`src/rtl/pmpu_pkg.sv`:
```
// shared types and constants of the power mode policy unit
package pmpu_pkg;

  typedef enum logic [1:0] {
    PWR_ACTIVE = 2'd0,
    PWR_IDLE   = 2'd1,
    PWR_SLEEP  = 2'd2
  } pwr_state_t;

  typedef enum logic [1:0] {
    SEQ_IDLE,
    SEQ_SQUARE,
    SEQ_MUL,
    SEQ_ACC
  } seq_state_t;

  localparam logic FUNC_RECORD = 1'b0;
  localparam logic FUNC_TICK   = 1'b1;

  localparam int CFG_IDX_W = 3;
  localparam logic [CFG_IDX_W-1:0] CFG_POLICY_MODE     = 3'd0;
  localparam logic [CFG_IDX_W-1:0] CFG_LEVEL_LOW       = 3'd1;
  localparam logic [CFG_IDX_W-1:0] CFG_LEVEL_HIGH      = 3'd2;
  localparam logic [CFG_IDX_W-1:0] CFG_COEF_CONST      = 3'd3;
  localparam logic [CFG_IDX_W-1:0] CFG_COEF_IDLE_LIN   = 3'd4;
  localparam logic [CFG_IDX_W-1:0] CFG_COEF_IDLE_SQ    = 3'd5;
  localparam logic [CFG_IDX_W-1:0] CFG_COEF_ACTIVE_LIN = 3'd6;
  localparam logic [CFG_IDX_W-1:0] CFG_COEF_ACTIVE_SQ  = 3'd7;

  localparam logic [1:0] TERM_IDLE_LIN   = 2'd0;
  localparam logic [1:0] TERM_IDLE_SQ    = 2'd1;
  localparam logic [1:0] TERM_ACTIVE_LIN = 2'd2;
  localparam logic [1:0] TERM_ACTIVE_SQ  = 2'd3;

  localparam logic [4:0] CNT_NARROW_LAST = 5'd15;
  localparam logic [4:0] CNT_WIDE_LAST   = 5'd31;

endpackage

```
`src/rtl/pmpu_if.sv`:
```
// channel interfaces of the power mode policy unit
interface pmpu_in_if;
  logic        valid;
  logic        ready;
  logic        func;
  logic [31:0] idle_start;
  logic [31:0] idle_end;

  modport source (output valid, func, idle_start, idle_end, input ready);
  modport sink   (input valid, func, idle_start, idle_end, output ready);
endinterface

interface pmpu_out_if;
  logic                  valid;
  logic                  ready;
  pmpu_pkg::pwr_state_t  power_state;
  logic [31:0]           tick_time;
  logic                  state_changed;
  logic                  timeout_waiting;
  logic                  period_last;

  modport source (output valid, power_state, tick_time, state_changed, timeout_waiting,
                  period_last, input ready);
  modport sink   (input valid, power_state, tick_time, state_changed, timeout_waiting,
                  period_last, output ready);
endinterface

```
`src/rtl/power_mode_policy_unit.sv`:
```
// power mode policy unit: timeout and history predictive power state decisions
//
//  channel  | direction | transaction
//  ---------+-----------+------------------------------------------------------
//  in_ch    | sink      | func, idle_start, idle_end (period record or tick)
//  out_ch   | source    | power_state, tick_time, state_changed, timeout_waiting,
//           |           | period_last (one per tick before the period end)
//  cfg_*    | write     | cfg_wr_en, cfg_index, cfg_wdata
//
// a tick's decision is registered and sits in the output register until taken.
// a period record keeps the input stalled after acceptance: the two squares run
// side by side in bit-serial shift-add units, then one shared bit-serial
// multiplier runs each term, wider for the squared terms, plus one saturating add.
// in_ch.ready is low while the output register is full and not being taken.
// rst_n is synchronous; it clears policy state, config, sequencer and out valid only.
module power_mode_policy_unit #(
  parameter int HISTORY_DEPTH = 4
) (
  input  logic                           clk,
  input  logic                           rst_n,
  pmpu_in_if.sink                        in_ch,
  pmpu_out_if.source                     out_ch,
  input  logic                           cfg_wr_en,
  input  logic [pmpu_pkg::CFG_IDX_W-1:0] cfg_index,
  input  logic [31:0]                    cfg_wdata
);

  // configuration
  logic        policy_mode_r;
  logic [15:0] level_low_r;
  logic [15:0] level_high_r;
  logic [31:0] coef_const_r;
  logic [31:0] coef_idle_lin_r;
  logic [31:0] coef_idle_sq_r;
  logic [31:0] coef_active_lin_r;
  logic [31:0] coef_active_sq_r;

  // policy state
  logic [31:0] current_tick_r;
  logic [31:0] period_start_r;
  logic [31:0] period_end_r;
  logic [31:0] active_from_r;
  logic [15:0] idle_window_r   [HISTORY_DEPTH];
  logic [15:0] active_window_r [HISTORY_DEPTH];
  logic [63:0] predicted_idle_r, predicted_idle_nxt;
  pmpu_pkg::pwr_state_t prev_state_r;

  // sequencer and serial arithmetic
  pmpu_pkg::seq_state_t seq_r, seq_nxt;
  logic [4:0]  cnt_r, cnt_nxt;
  logic [1:0]  term_r, term_nxt;
  logic [31:0] isq_mcand_r, isq_mcand_nxt;
  logic [15:0] isq_mplier_r, isq_mplier_nxt;
  logic [31:0] isq_acc_r, isq_acc_nxt;
  logic [31:0] asq_mcand_r, asq_mcand_nxt;
  logic [15:0] asq_mplier_r, asq_mplier_nxt;
  logic [31:0] asq_acc_r, asq_acc_nxt;
  logic [63:0] mcand_r, mcand_nxt;
  logic [31:0] mplier_r, mplier_nxt;
  logic [63:0] prod_r, prod_nxt;

  // output register
  logic                 out_valid_r;
  pmpu_pkg::pwr_state_t out_state_r;
  logic [31:0]          out_tick_r;
  logic                 out_changed_r;
  logic                 out_waiting_r;
  logic                 out_last_r;

  logic        in_ready;
  logic        in_fire;
  logic        rec_fire;
  logic        tick_live;
  logic        tick_fire;
  logic [15:0] idle_len;
  logic [15:0] active_len;
  logic [1:0]  ld_term;
  logic [31:0] ld_coef;
  logic [31:0] ld_op;
  logic        term_wide;
  logic [63:0] sum;
  logic        sum_ovf;
  logic [32:0] lim_low;
  logic [32:0] lim_high;
  logic [63:0] thr_low;
  logic [63:0] thr_high;
  logic        high_ge_low;
  pmpu_pkg::pwr_state_t tick_state;

  function automatic logic [15:0] sat_dur(input logic [31:0] from, input logic [31:0] to);
    logic [31:0] d;
    d = to - from;
    if (to < from) begin
      return 16'd0;
    end else if (|d[31:16]) begin
      return 16'hFFFF;
    end else begin
      return d[15:0];
    end
  endfunction

  assign in_ready  = (seq_r == pmpu_pkg::SEQ_IDLE) && (!out_valid_r || out_ch.ready);
  assign in_fire   = in_ch.valid && in_ready;
  assign rec_fire  = in_fire && (in_ch.func == pmpu_pkg::FUNC_RECORD);
  assign tick_live = current_tick_r < period_end_r;
  assign tick_fire = in_fire && (in_ch.func == pmpu_pkg::FUNC_TICK) && tick_live;

  assign idle_len   = sat_dur(in_ch.idle_start, in_ch.idle_end);
  assign active_len = sat_dur(active_from_r, in_ch.idle_start);

  // tick decision
  assign lim_low     = {1'b0, period_start_r} + {17'd0, level_low_r};
  assign lim_high    = {1'b0, period_start_r} + {17'd0, level_high_r};
  assign thr_low     = {24'd0, level_low_r, 24'd0};
  assign thr_high    = {24'd0, level_high_r, 24'd0};
  assign high_ge_low = level_high_r >= level_low_r;

  always_comb begin
    tick_state = pmpu_pkg::PWR_ACTIVE;
    if (!policy_mode_r) begin
      if ({1'b0, current_tick_r} > lim_low) begin
        tick_state = pmpu_pkg::PWR_IDLE;
      end
      if (high_ge_low && ({1'b0, current_tick_r} > lim_high)) begin
        tick_state = pmpu_pkg::PWR_SLEEP;
      end
    end else if (current_tick_r < period_start_r) begin
      tick_state = pmpu_pkg::PWR_ACTIVE;
    end else if ($signed(predicted_idle_r) < $signed(thr_low)) begin
      tick_state = pmpu_pkg::PWR_ACTIVE;
    end else if (($signed(predicted_idle_r) > $signed(thr_high)) && high_ge_low) begin
      tick_state = pmpu_pkg::PWR_SLEEP;
    end else begin
      tick_state = pmpu_pkg::PWR_IDLE;
    end
  end

  // operand select for the shared multiplier
  assign ld_term = (seq_r == pmpu_pkg::SEQ_SQUARE) ? pmpu_pkg::TERM_IDLE_LIN : term_r + 2'd1;

  always_comb begin
    unique case (ld_term)
      pmpu_pkg::TERM_IDLE_LIN: begin
        ld_coef = coef_idle_lin_r;
        ld_op   = {16'd0, idle_window_r[HISTORY_DEPTH-1]};
      end
      pmpu_pkg::TERM_IDLE_SQ: begin
        ld_coef = coef_idle_sq_r;
        ld_op   = isq_acc_r;
      end
      pmpu_pkg::TERM_ACTIVE_LIN: begin
        ld_coef = coef_active_lin_r;
        ld_op   = {16'd0, active_window_r[HISTORY_DEPTH-1]};
      end
      default: begin
        ld_coef = coef_active_sq_r;
        ld_op   = asq_acc_r;
      end
    endcase
  end

  assign term_wide = (term_r == pmpu_pkg::TERM_IDLE_SQ) || (term_r == pmpu_pkg::TERM_ACTIVE_SQ);
  assign sum       = predicted_idle_r + prod_r;
  assign sum_ovf   = (predicted_idle_r[63] == prod_r[63]) && (sum[63] != predicted_idle_r[63]);

  // sequencer next state and datapath
  always_comb begin
    seq_nxt            = seq_r;
    cnt_nxt            = cnt_r;
    term_nxt           = term_r;
    isq_mcand_nxt      = isq_mcand_r;
    isq_mplier_nxt     = isq_mplier_r;
    isq_acc_nxt        = isq_acc_r;
    asq_mcand_nxt      = asq_mcand_r;
    asq_mplier_nxt     = asq_mplier_r;
    asq_acc_nxt        = asq_acc_r;
    mcand_nxt          = mcand_r;
    mplier_nxt         = mplier_r;
    prod_nxt           = prod_r;
    predicted_idle_nxt = predicted_idle_r;
    unique case (seq_r)
      pmpu_pkg::SEQ_IDLE: begin
        if (rec_fire) begin
          seq_nxt            = pmpu_pkg::SEQ_SQUARE;
          cnt_nxt            = 5'd0;
          isq_mcand_nxt      = {16'd0, idle_len};
          isq_mplier_nxt     = idle_len;
          isq_acc_nxt        = 32'd0;
          asq_mcand_nxt      = {16'd0, active_len};
          asq_mplier_nxt     = active_len;
          asq_acc_nxt        = 32'd0;
          predicted_idle_nxt = {{32{coef_const_r[31]}}, coef_const_r};
        end
      end
      pmpu_pkg::SEQ_SQUARE: begin
        isq_acc_nxt    = isq_acc_r + (isq_mplier_r[0] ? isq_mcand_r : 32'd0);
        isq_mcand_nxt  = {isq_mcand_r[30:0], 1'b0};
        isq_mplier_nxt = {1'b0, isq_mplier_r[15:1]};
        asq_acc_nxt    = asq_acc_r + (asq_mplier_r[0] ? asq_mcand_r : 32'd0);
        asq_mcand_nxt  = {asq_mcand_r[30:0], 1'b0};
        asq_mplier_nxt = {1'b0, asq_mplier_r[15:1]};
        cnt_nxt        = cnt_r + 5'd1;
        if (cnt_r == pmpu_pkg::CNT_NARROW_LAST) begin
          seq_nxt    = pmpu_pkg::SEQ_MUL;
          cnt_nxt    = 5'd0;
          term_nxt   = ld_term;
          mcand_nxt  = {{32{ld_coef[31]}}, ld_coef};
          mplier_nxt = ld_op;
          prod_nxt   = 64'd0;
        end
      end
      pmpu_pkg::SEQ_MUL: begin
        prod_nxt   = prod_r + (mplier_r[0] ? mcand_r : 64'd0);
        mcand_nxt  = {mcand_r[62:0], 1'b0};
        mplier_nxt = {1'b0, mplier_r[31:1]};
        cnt_nxt    = cnt_r + 5'd1;
        if (cnt_r == (term_wide ? pmpu_pkg::CNT_WIDE_LAST : pmpu_pkg::CNT_NARROW_LAST)) begin
          seq_nxt = pmpu_pkg::SEQ_ACC;
        end
      end
      pmpu_pkg::SEQ_ACC: begin
        // saturating add to the signed 64-bit range
        if (sum_ovf) begin
          predicted_idle_nxt = predicted_idle_r[63] ? {1'b1, 63'd0} : {1'b0, {63{1'b1}}};
        end else begin
          predicted_idle_nxt = sum;
        end
        if (term_r == pmpu_pkg::TERM_ACTIVE_SQ) begin
          seq_nxt = pmpu_pkg::SEQ_IDLE;
        end else begin
          seq_nxt    = pmpu_pkg::SEQ_MUL;
          cnt_nxt    = 5'd0;
          term_nxt   = ld_term;
          mcand_nxt  = {{32{ld_coef[31]}}, ld_coef};
          mplier_nxt = ld_op;
          prod_nxt   = 64'd0;
        end
      end
      default: begin
        seq_nxt = pmpu_pkg::SEQ_IDLE;
      end
    endcase
  end

  always_ff @(posedge clk) begin
    if (!rst_n) begin
      seq_r            <= pmpu_pkg::SEQ_IDLE;
      predicted_idle_r <= 64'd0;
    end else begin
      seq_r            <= seq_nxt;
      predicted_idle_r <= predicted_idle_nxt;
    end
  end

  // serial arithmetic scratch
  always_ff @(posedge clk) begin
    cnt_r        <= cnt_nxt;
    term_r       <= term_nxt;
    isq_mcand_r  <= isq_mcand_nxt;
    isq_mplier_r <= isq_mplier_nxt;
    isq_acc_r    <= isq_acc_nxt;
    asq_mcand_r  <= asq_mcand_nxt;
    asq_mplier_r <= asq_mplier_nxt;
    asq_acc_r    <= asq_acc_nxt;
    mcand_r      <= mcand_nxt;
    mplier_r     <= mplier_nxt;
    prod_r       <= prod_nxt;
  end

  // configuration registers
  always_ff @(posedge clk) begin
    if (!rst_n) begin
      policy_mode_r     <= 1'b0;
      level_low_r       <= 16'd0;
      level_high_r      <= 16'd0;
      coef_const_r      <= 32'd0;
      coef_idle_lin_r   <= 32'd0;
      coef_idle_sq_r    <= 32'd0;
      coef_active_lin_r <= 32'd0;
      coef_active_sq_r  <= 32'd0;
    end else if (cfg_wr_en) begin
      unique case (cfg_index)
        pmpu_pkg::CFG_POLICY_MODE:     policy_mode_r     <= cfg_wdata[0];
        pmpu_pkg::CFG_LEVEL_LOW:       level_low_r       <= cfg_wdata[15:0];
        pmpu_pkg::CFG_LEVEL_HIGH:      level_high_r      <= cfg_wdata[15:0];
        pmpu_pkg::CFG_COEF_CONST:      coef_const_r      <= cfg_wdata;
        pmpu_pkg::CFG_COEF_IDLE_LIN:   coef_idle_lin_r   <= cfg_wdata;
        pmpu_pkg::CFG_COEF_IDLE_SQ:    coef_idle_sq_r    <= cfg_wdata;
        pmpu_pkg::CFG_COEF_ACTIVE_LIN: coef_active_lin_r <= cfg_wdata;
        pmpu_pkg::CFG_COEF_ACTIVE_SQ:  coef_active_sq_r  <= cfg_wdata;
        default: ;
      endcase
    end
  end

  // period bookkeeping, history windows and tick time
  always_ff @(posedge clk) begin
    if (!rst_n) begin
      current_tick_r <= 32'd0;
      period_start_r <= 32'd0;
      period_end_r   <= 32'd0;
      active_from_r  <= 32'd0;
      prev_state_r   <= pmpu_pkg::PWR_ACTIVE;
      for (int i = 0; i < HISTORY_DEPTH; i++) begin
        idle_window_r[i]   <= 16'd0;
        active_window_r[i] <= 16'd0;
      end
    end else if (rec_fire) begin
      period_start_r <= in_ch.idle_start;
      period_end_r   <= in_ch.idle_end;
      active_from_r  <= in_ch.idle_end;
      for (int i = 0; i < HISTORY_DEPTH - 1; i++) begin
        idle_window_r[i]   <= idle_window_r[i+1];
        active_window_r[i] <= active_window_r[i+1];
      end
      idle_window_r[HISTORY_DEPTH-1]   <= idle_len;
      active_window_r[HISTORY_DEPTH-1] <= active_len;
    end else if (tick_fire) begin
      current_tick_r <= current_tick_r + 32'd1;
      prev_state_r   <= tick_state;
    end
  end

  // output register
  always_ff @(posedge clk) begin
    if (!rst_n) begin
      out_valid_r <= 1'b0;
    end else if (tick_fire) begin
      out_valid_r <= 1'b1;
    end else if (out_ch.ready) begin
      out_valid_r <= 1'b0;
    end
  end

  always_ff @(posedge clk) begin
    if (tick_fire) begin
      out_state_r   <= tick_state;
      out_tick_r    <= current_tick_r;
      out_changed_r <= tick_state != prev_state_r;
      out_waiting_r <= (tick_state == pmpu_pkg::PWR_ACTIVE) &&
                       (current_tick_r >= period_start_r);
      out_last_r    <= (current_tick_r + 32'd1) == period_end_r;
    end
  end

  assign in_ch.ready            = in_ready;
  assign out_ch.valid           = out_valid_r;
  assign out_ch.power_state     = out_state_r;
  assign out_ch.tick_time       = out_tick_r;
  assign out_ch.state_changed   = out_changed_r;
  assign out_ch.timeout_waiting = out_waiting_r;
  assign out_ch.period_last     = out_last_r;

endmodule

```
`src/flat_wrapper.sv`:
```
// flat-port wrapper written by rule: the top's interface ports become plain ports
module power_mode_policy_unit_flat 
#(
  parameter int HISTORY_DEPTH = 4
)
  (clk, rst_n, cfg_wr_en, cfg_index, cfg_wdata, in_ch_valid, in_ch_func, in_ch_idle_start, in_ch_idle_end, in_ch_ready, out_ch_valid, out_ch_power_state, out_ch_tick_time, out_ch_state_changed, out_ch_timeout_waiting, out_ch_period_last, out_ch_ready);
  pmpu_in_if in_ch_i ();
  pmpu_out_if out_ch_i ();
  input  logic clk;
  input  logic rst_n;
  input  logic cfg_wr_en;
  input  logic [pmpu_pkg::CFG_IDX_W-1:0] cfg_index;
  input  logic [31:0] cfg_wdata;
  input wire logic [$bits(in_ch_i.valid)-1:0] in_ch_valid;
  input wire logic [$bits(in_ch_i.func)-1:0] in_ch_func;
  input wire logic [$bits(in_ch_i.idle_start)-1:0] in_ch_idle_start;
  input wire logic [$bits(in_ch_i.idle_end)-1:0] in_ch_idle_end;
  output wire logic [$bits(in_ch_i.ready)-1:0] in_ch_ready;
  output wire logic [$bits(out_ch_i.valid)-1:0] out_ch_valid;
  output wire logic [$bits(out_ch_i.power_state)-1:0] out_ch_power_state;
  output wire logic [$bits(out_ch_i.tick_time)-1:0] out_ch_tick_time;
  output wire logic [$bits(out_ch_i.state_changed)-1:0] out_ch_state_changed;
  output wire logic [$bits(out_ch_i.timeout_waiting)-1:0] out_ch_timeout_waiting;
  output wire logic [$bits(out_ch_i.period_last)-1:0] out_ch_period_last;
  input wire logic [$bits(out_ch_i.ready)-1:0] out_ch_ready;
  assign in_ch_i.valid = in_ch_valid;
  assign in_ch_i.func = in_ch_func;
  assign in_ch_i.idle_start = in_ch_idle_start;
  assign in_ch_i.idle_end = in_ch_idle_end;
  assign in_ch_ready = in_ch_i.ready;
  assign out_ch_valid = out_ch_i.valid;
  assign out_ch_power_state = out_ch_i.power_state;
  assign out_ch_tick_time = out_ch_i.tick_time;
  assign out_ch_state_changed = out_ch_i.state_changed;
  assign out_ch_timeout_waiting = out_ch_i.timeout_waiting;
  assign out_ch_period_last = out_ch_i.period_last;
  assign out_ch_i.ready = out_ch_ready;
  power_mode_policy_unit #(.HISTORY_DEPTH(HISTORY_DEPTH)) u_core (.clk(clk), .rst_n(rst_n), .in_ch(in_ch_i), .out_ch(out_ch_i), .cfg_wr_en(cfg_wr_en), .cfg_index(cfg_index), .cfg_wdata(cfg_wdata));
endmodule
```
`config.mk`:
```
export PLATFORM = sky130hd
export DESIGN_NAME = power_mode_policy_unit_flat
export DESIGN_NICKNAME = d
export VERILOG_FILES = /design/src/rtl/pmpu_pkg.sv /design/src/rtl/pmpu_if.sv /design/src/rtl/power_mode_policy_unit.sv /design/src/flat_wrapper.sv
export SDC_FILE = /design/constraint.sdc
export NUM_CORES = 2
export LEC_CHECK = 0
export BUFFER_PORTS_ARGS = -buffer_cell sky130_fd_sc_hd__clkbuf_2
export CORE_MARGIN = 10
export CORE_UTILIZATION = 60
export CTS_CLUSTER_SIZE = 25
export DETAILED_ROUTE_END_ITERATION = 10
export PLACE_DENSITY = 0.89
export SYNTH_ARGS = -nofsm -noshare
export SYNTH_HDL_FRONTEND = slang
export SYNTH_SLANG_ARGS = --single-unit
```
`constraint.sdc`:
```
create_clock -name clk -period 39.1 [get_ports clk]
set_input_delay 5.865 -clock clk [delete_from_list [all_inputs] [get_ports clk]]
set_output_delay 5.865 -clock clk [all_outputs]
set_load 0.02 [all_outputs]
```
Word level (Yosys, flattened, before mapping)
Memories as Yosys holds them, arrays and structs flattened.
Cells that the tools add are included.
{ "totals": {"regBits": 722, "elab_cells": 193, "output_inout_bits": 39, "memories": 2, "mem_bits_rw": 128, "input_bits": 105} }
{ "op_classes": {"n_addsub": 11, "n_lt_le_gt_ge": 10, "reduce_logical": 38, "bitwise_logic": 10, "eq_ne": 24, "mux": 67} }
{ "mem_list": {"columns": ["memory", "depth", "word_bits", "read_ports", "rd_clocked_by_memory_dff", "write_ports", "line", "text"], "rows": [
  ["u_core.active_window_r", 4, 16, 3, 0, 4, "power_mode_policy_unit.sv:44", "logic [15:0] active_window_r [HISTORY_DEPTH];"],
  ["u_core.idle_window_r", 4, 16, 3, 0, 4, "power_mode_policy_unit.sv:43", "logic [15:0] idle_window_r [HISTORY_DEPTH];"]
]} }
{ "op_table": {"columns": ["operator", "n"], "rows": [
  ["$mux W64", 8],
  ["$pmux W64 S3", 2],
  ["$pmux W32 S3", 3],
  ["$pmux W32 S2", 4],
  ["$mux W16", 14],
  ["$mux W32", 7],
  ["$add A64 B64 Y64", 2],
  ["$lt A32 B32 Y1", 4],
  ["$pmux W64 S2", 1],
  ["$add A32 B16 Y33", 2],
  ["$gt A32 B33 Y1", 2],
  ["$add A32 B32 Y32", 2],
  ["$gt A64 B41 Y1", 1],
  ["$lt A64 B41 Y1", 1],
  ["$pmux W16 S2", 2],
  ["$sub A32 B32 Y32", 2],
  ["$add A32 B1 Y32 const B", 1],
  ["$eq A32 B32 Y1", 1],
  ["$ge A32 B32 Y1", 1],
  ["$reduce_or A16 Y1", 2],
  ["$mux W2", 12],
  ["$reduce_and A2 Y1", 12],
  ["$mux W5", 4],
  ["$pmux W5 S4", 1],
  ["other kinds (28)", 69]
]} }

Logic depth before layout (Yosys ltp)
{ "depth": {"ltp_word": 9, "depth_mapped": 26} }

Worst setup path after synthesis
OpenSTA, ideal clock, no wires.
{ "synth_timing": {"path_type": "input -> register", "startpoint": "in out_ch_ready", "endpoint": "reg u_core.asq_acc_r[0] (enable)", "stages": 6, "path_slack_ns": 25.108, "required_ns": 36.894, "path_buffers": 2, "arrival_time_ns": 11.786, "cell_sequence": "nand2b_1 > and2_1 > nand3_1 > clkbuf_1 > clkbuf_1 > o21ai_0"} }
{ "synth_via": {"elab_chain_cells": 6} }
{ "synth_rtl": {"columns": ["element", "line", "text"], "rows": [
  ["start: declaration", "flat_wrapper.sv:25", "input wire logic [$bits(out_ch_i.ready)-1:0] out_ch_ready;"],
  ["$logic_or A1 B1 Y1", "power_mode_policy_unit.sv:102", "assign in_ready = (seq_r == pmpu_pkg::SEQ_IDLE) && (!out_valid_r || out_ch.ready);"],
  ["$logic_and A1 B1 Y1", "power_mode_policy_unit.sv:102", null],
  ["via in_ch_ready", "flat_wrapper.sv:18", "output wire logic [$bits(in_ch_i.ready)-1:0] in_ch_ready;"],
  ["$logic_and A1 B1 Y1", "power_mode_policy_unit.sv:103", "assign in_fire = in_ch.valid && in_ready;"],
  ["$logic_and A1 B1 Y1", "power_mode_policy_unit.sv:104", "assign rec_fire = in_fire && (in_ch.func == pmpu_pkg::FUNC_RECORD);"],
  ["$ne A2 B1 Y1 (no line)", null, null],
  ["$reduce_and A2 Y1 (no line)", null, null],
  ["end signal: assignment", "power_mode_policy_unit.sv:264", "asq_acc_r <= asq_acc_nxt;"],
  ["end: declaration", "power_mode_policy_unit.sv:57", "logic [31:0] asq_acc_r, asq_acc_nxt;"]
]} }
The timed path passes the listed nets, and every way through them passes these cells.
A chain may end at the register's enable or synchronous reset.

Final worst setup path
{ "layout_timing": {"startpoint": "in out_ch_ready", "endpoint": "out in_ch_ready"} }
{ "layout_via": {"elab_chain_cells": 2} }
{ "layout_rtl": {"columns": ["element", "line"], "rows": [
  ["$logic_or A1 B1 Y1", "power_mode_policy_unit.sv:102"],
  ["$logic_and A1 B1 Y1", "power_mode_policy_unit.sv:102"],
  ["end: declaration", "flat_wrapper.sv:18"]
]} }
No other way between the ends.

==> impl_metrics.csv <==
group,metric,value,unit
run_status,outcome,"finished, final reports clean",
clock_network,cts_hold_buf,0,
hold_path,hold_path.class,"reg2reg",
timing,period_needed,12290,ps
route,drtAntennaViolNets,0,
route,vias_per_cell,6.37,
clock_network,clkTransAtPathRegs,60,ps
yosys,synth-seq-area-share,0.366,
yosys,ys_types,90,
hold_path,min-delay-start,"u_core.coef_active_lin_r[21]",
setup_path,critical_path_class,"in2out",
hold_path,hold_path_depth,2,
setup_path,required,33230,ps
global_routing,antenna_found_initial,6,
pwr,p_leak,23.0,nW
global_routing,track_usage,0.295,
setup_path,rr_endpoint,"u_core.out_ch.state_changed",
global_routing,grt_pass1_wl,239000,um
setup_path,reg2regPathDepth,25,
final_layout,syn2layout_area_growth,8.30,%
timing,rsz0062_at_grt,"false",
placed_design,numPortBuffers,143,
timing,skew,50.1,ps
timing,hold_ws,463,ps
clock_network,cts_buffers,83,
timing,tightest_slew,1170,ps
placed_design,hpwl,108000,um
global_routing,grt_pass1_vias,44600,
timing,slew_headroom,0.220,
yosys,synth_area,0.0521,sq mm
clock_network,cts-root-buf,"clkbuf_16",
route,routedWlPerCell,20.9,um
route,drt_iter0_markers,4781,
floorplanning,die-area,0.0990,sq mm
global_routing,gr-total-overflow,0,
hold_path,hold_path_end,"u_core.coef_active_lin_r[21]",
floorplanning,rows,108,
clock_network,htree_num_levels,3,
setup_path,endpoint_kind,"output pin",
clock_network,cts_resized,0,
floorplanning,start_util,0.602,
yosys,yosys_warnings,0,
clock_network,clkLatencyLatePin,690,ps
final_layout,drive_gt1_frac,0.0639,
global_routing,grt_max_degree,161,
setup_path,reg2reg_from,"u_core.level_high_r[0]",
final_layout,nets,6599,
route,drc,0,
route,num_vias,46100,
floorplanning,io_pins,144,
setup_path,critical_path.startpoint_type,"primary input",
yosys,synthFlopType,"edfxtp_1",
timing,finalCritPeriodShare,0.314,
timing,finalSetupViolCount,0,
placed_design,gp_congestion,0.975,
timing,maxSlewViolCount,0,
setup_path,worst_ep_arrival_time,6430,ps
yosys,async_reset_ff_frac,0,
timing,hold_viol_final,0,
pwr,irDropWorstVdd,0.0437,mV
clock_network,clockBufferDepth,3,
clock_network,cts_tree,"built",
clock_network,cts.sinks,754,
final_layout,layout_common_cells,"nand2_1 (997), ha_1 (467), a21oi_1 (436)",
setup_path,rrSetupSlack,33170,ps
setup_path,crit_fanout,3,
yosys,synth_seq_cells,754,
route,drt-total-wl,152000,um
timing,max_freq,81.3,MHz
yosys,netlist_instances,6051,
final_layout,top_regs,"u_core.mcand_r x64, u_core.predicted_idle_r x64, u_core.prod_r x64",
clock_network,cts_setup_buffers,0,
timing,tns,0,ps
pwr,power,3.51,mW
pwr,p_per_area,62.2,mW/mm^2
floorplanning,core_area,0.0865,sq mm
final_layout,final_common_cell,"nand2_1",
yosys,avgSynthCellArea,8.61,sq um
yosys,synth_edf_count,396,
run,max_cap_violations,0,
route,first_pass_iters,6,
yosys,syn_nets,6634,
floorplanning,die_x,315,um
floorplanning,dieHeight,315,um
power breakdown:
part,switching (mW),internal [mW],total (mW),leakage (nW)
combinational,0.958,0.553,1.51,14.9
sequential,0.118,1.07,1.19,6.72
clock,0.351,0.462,0.813,1.39
total,1.43,2.08,3.51,23.0
cells by family after synthesis:
family	count (synthesis)	share of synthesized area
muxes	99	0.0191
xor gates and xnor gates	298	0.0501
DFF	754	0.366
AOI/OAI and AO/OA	1767	0.221
adders and majority gates	478	0.116
buffers and inverters	552	0.0406
and+or+nand+nor	2103	0.187
Yosys cell counts (21+ instances only):
cell type,number,area share
a221o_1,33,0.0063
xnor2_1,181,0.030
dfxtp_1,358,0.14
nand4_1,87,0.010
a21o_1,199,0.029
o31ai_1,21,0.0030
and3_1,36,0.0043
a21boi_0,273,0.039
a211oi_1,57,0.0082
nand2b_1,70,0.0084
nor2_1,338,0.024
mux2i_1,96,0.018
nor2b_1,62,0.0074
or3_1,24,0.0029
edfxtp_1,396,0.23
o21bai_1,41,0.0059
xor2_1,117,0.020
inv_1,244,0.018
a21oi_1,436,0.042
o211ai_1,43,0.0062
a31oi_1,110,0.013
nand3_1,92,0.0088
a22oi_1,39,0.0056
o21a_1,81,0.012
nor3_1,96,0.0092
nand2_1,998,0.072
nor4_1,28,0.0034
clkbuf_1,276,0.020
o21ai_0,309,0.030
ha_1,470,0.11
and2_1,195,0.023
metrics by stage:
| step | std cells | cell area, sq um | setup slack (ps) | utilization |
|---|---|---|---|---|
| 2_1_floorplan | 6051 | 52100 | 25110 | - |
| 3_3_place_gp | 7086 | 53600 | 26780 | 0.619 |
| 3_5_place_dp | 7086 | 53600 | 26810 | 0.619 |
| 4_1_cts | 7242 | 56400 | 26810 | 0.652 |
| 5_1_grt | 7245 | 56400 | 26770 | 0.652 |
| 6_report | 7248 | 56400 | 26810 | 0.652 |
critical path, stage by stage:
cell      delay (ps)
clkbuf_2          80
nand2b_1         140
and2_1           190
clkbuf_2         160
final cells by class:
cell class              count  area (sq um)
flip-flops and latches    754         19100
repair buffers            186          1060
diodes                      6          15.0
multi-input cells        4745         31100
well taps                1155          1450
inverters                 246           927
clock inverters            39           392
fillers                  6891         30100
clock buffers             117          2440
worst max-delay path by stage:
stage | start | to | slack [ps]
6_report | out_ch_ready | in_ch_ready | 26810
5_1_grt | out_ch_ready | in_ch_ready | 26770
4_1_cts | out_ch_ready | in_ch_ready | 26810
3_5_place_dp | out_ch_ready | in_ch_ready | 26810
3_3_place_gp | out_ch_ready | in_ch_ready | 26780
2_1_floorplan | out_ch_ready | u_core.asq_acc_r[0] | 25110
metal layers:
metal,part of all wire,global-route usage,vias to the layer above
li1,-,-,21700
met1,0.40,0.376,22000
met2,0.46,0.484,2054
met3,0.080,0.0395,434
met4,0.053,0.154,4
met5,0.00022,0,-
No activity file was read; power rests on OpenSTA's default activity.
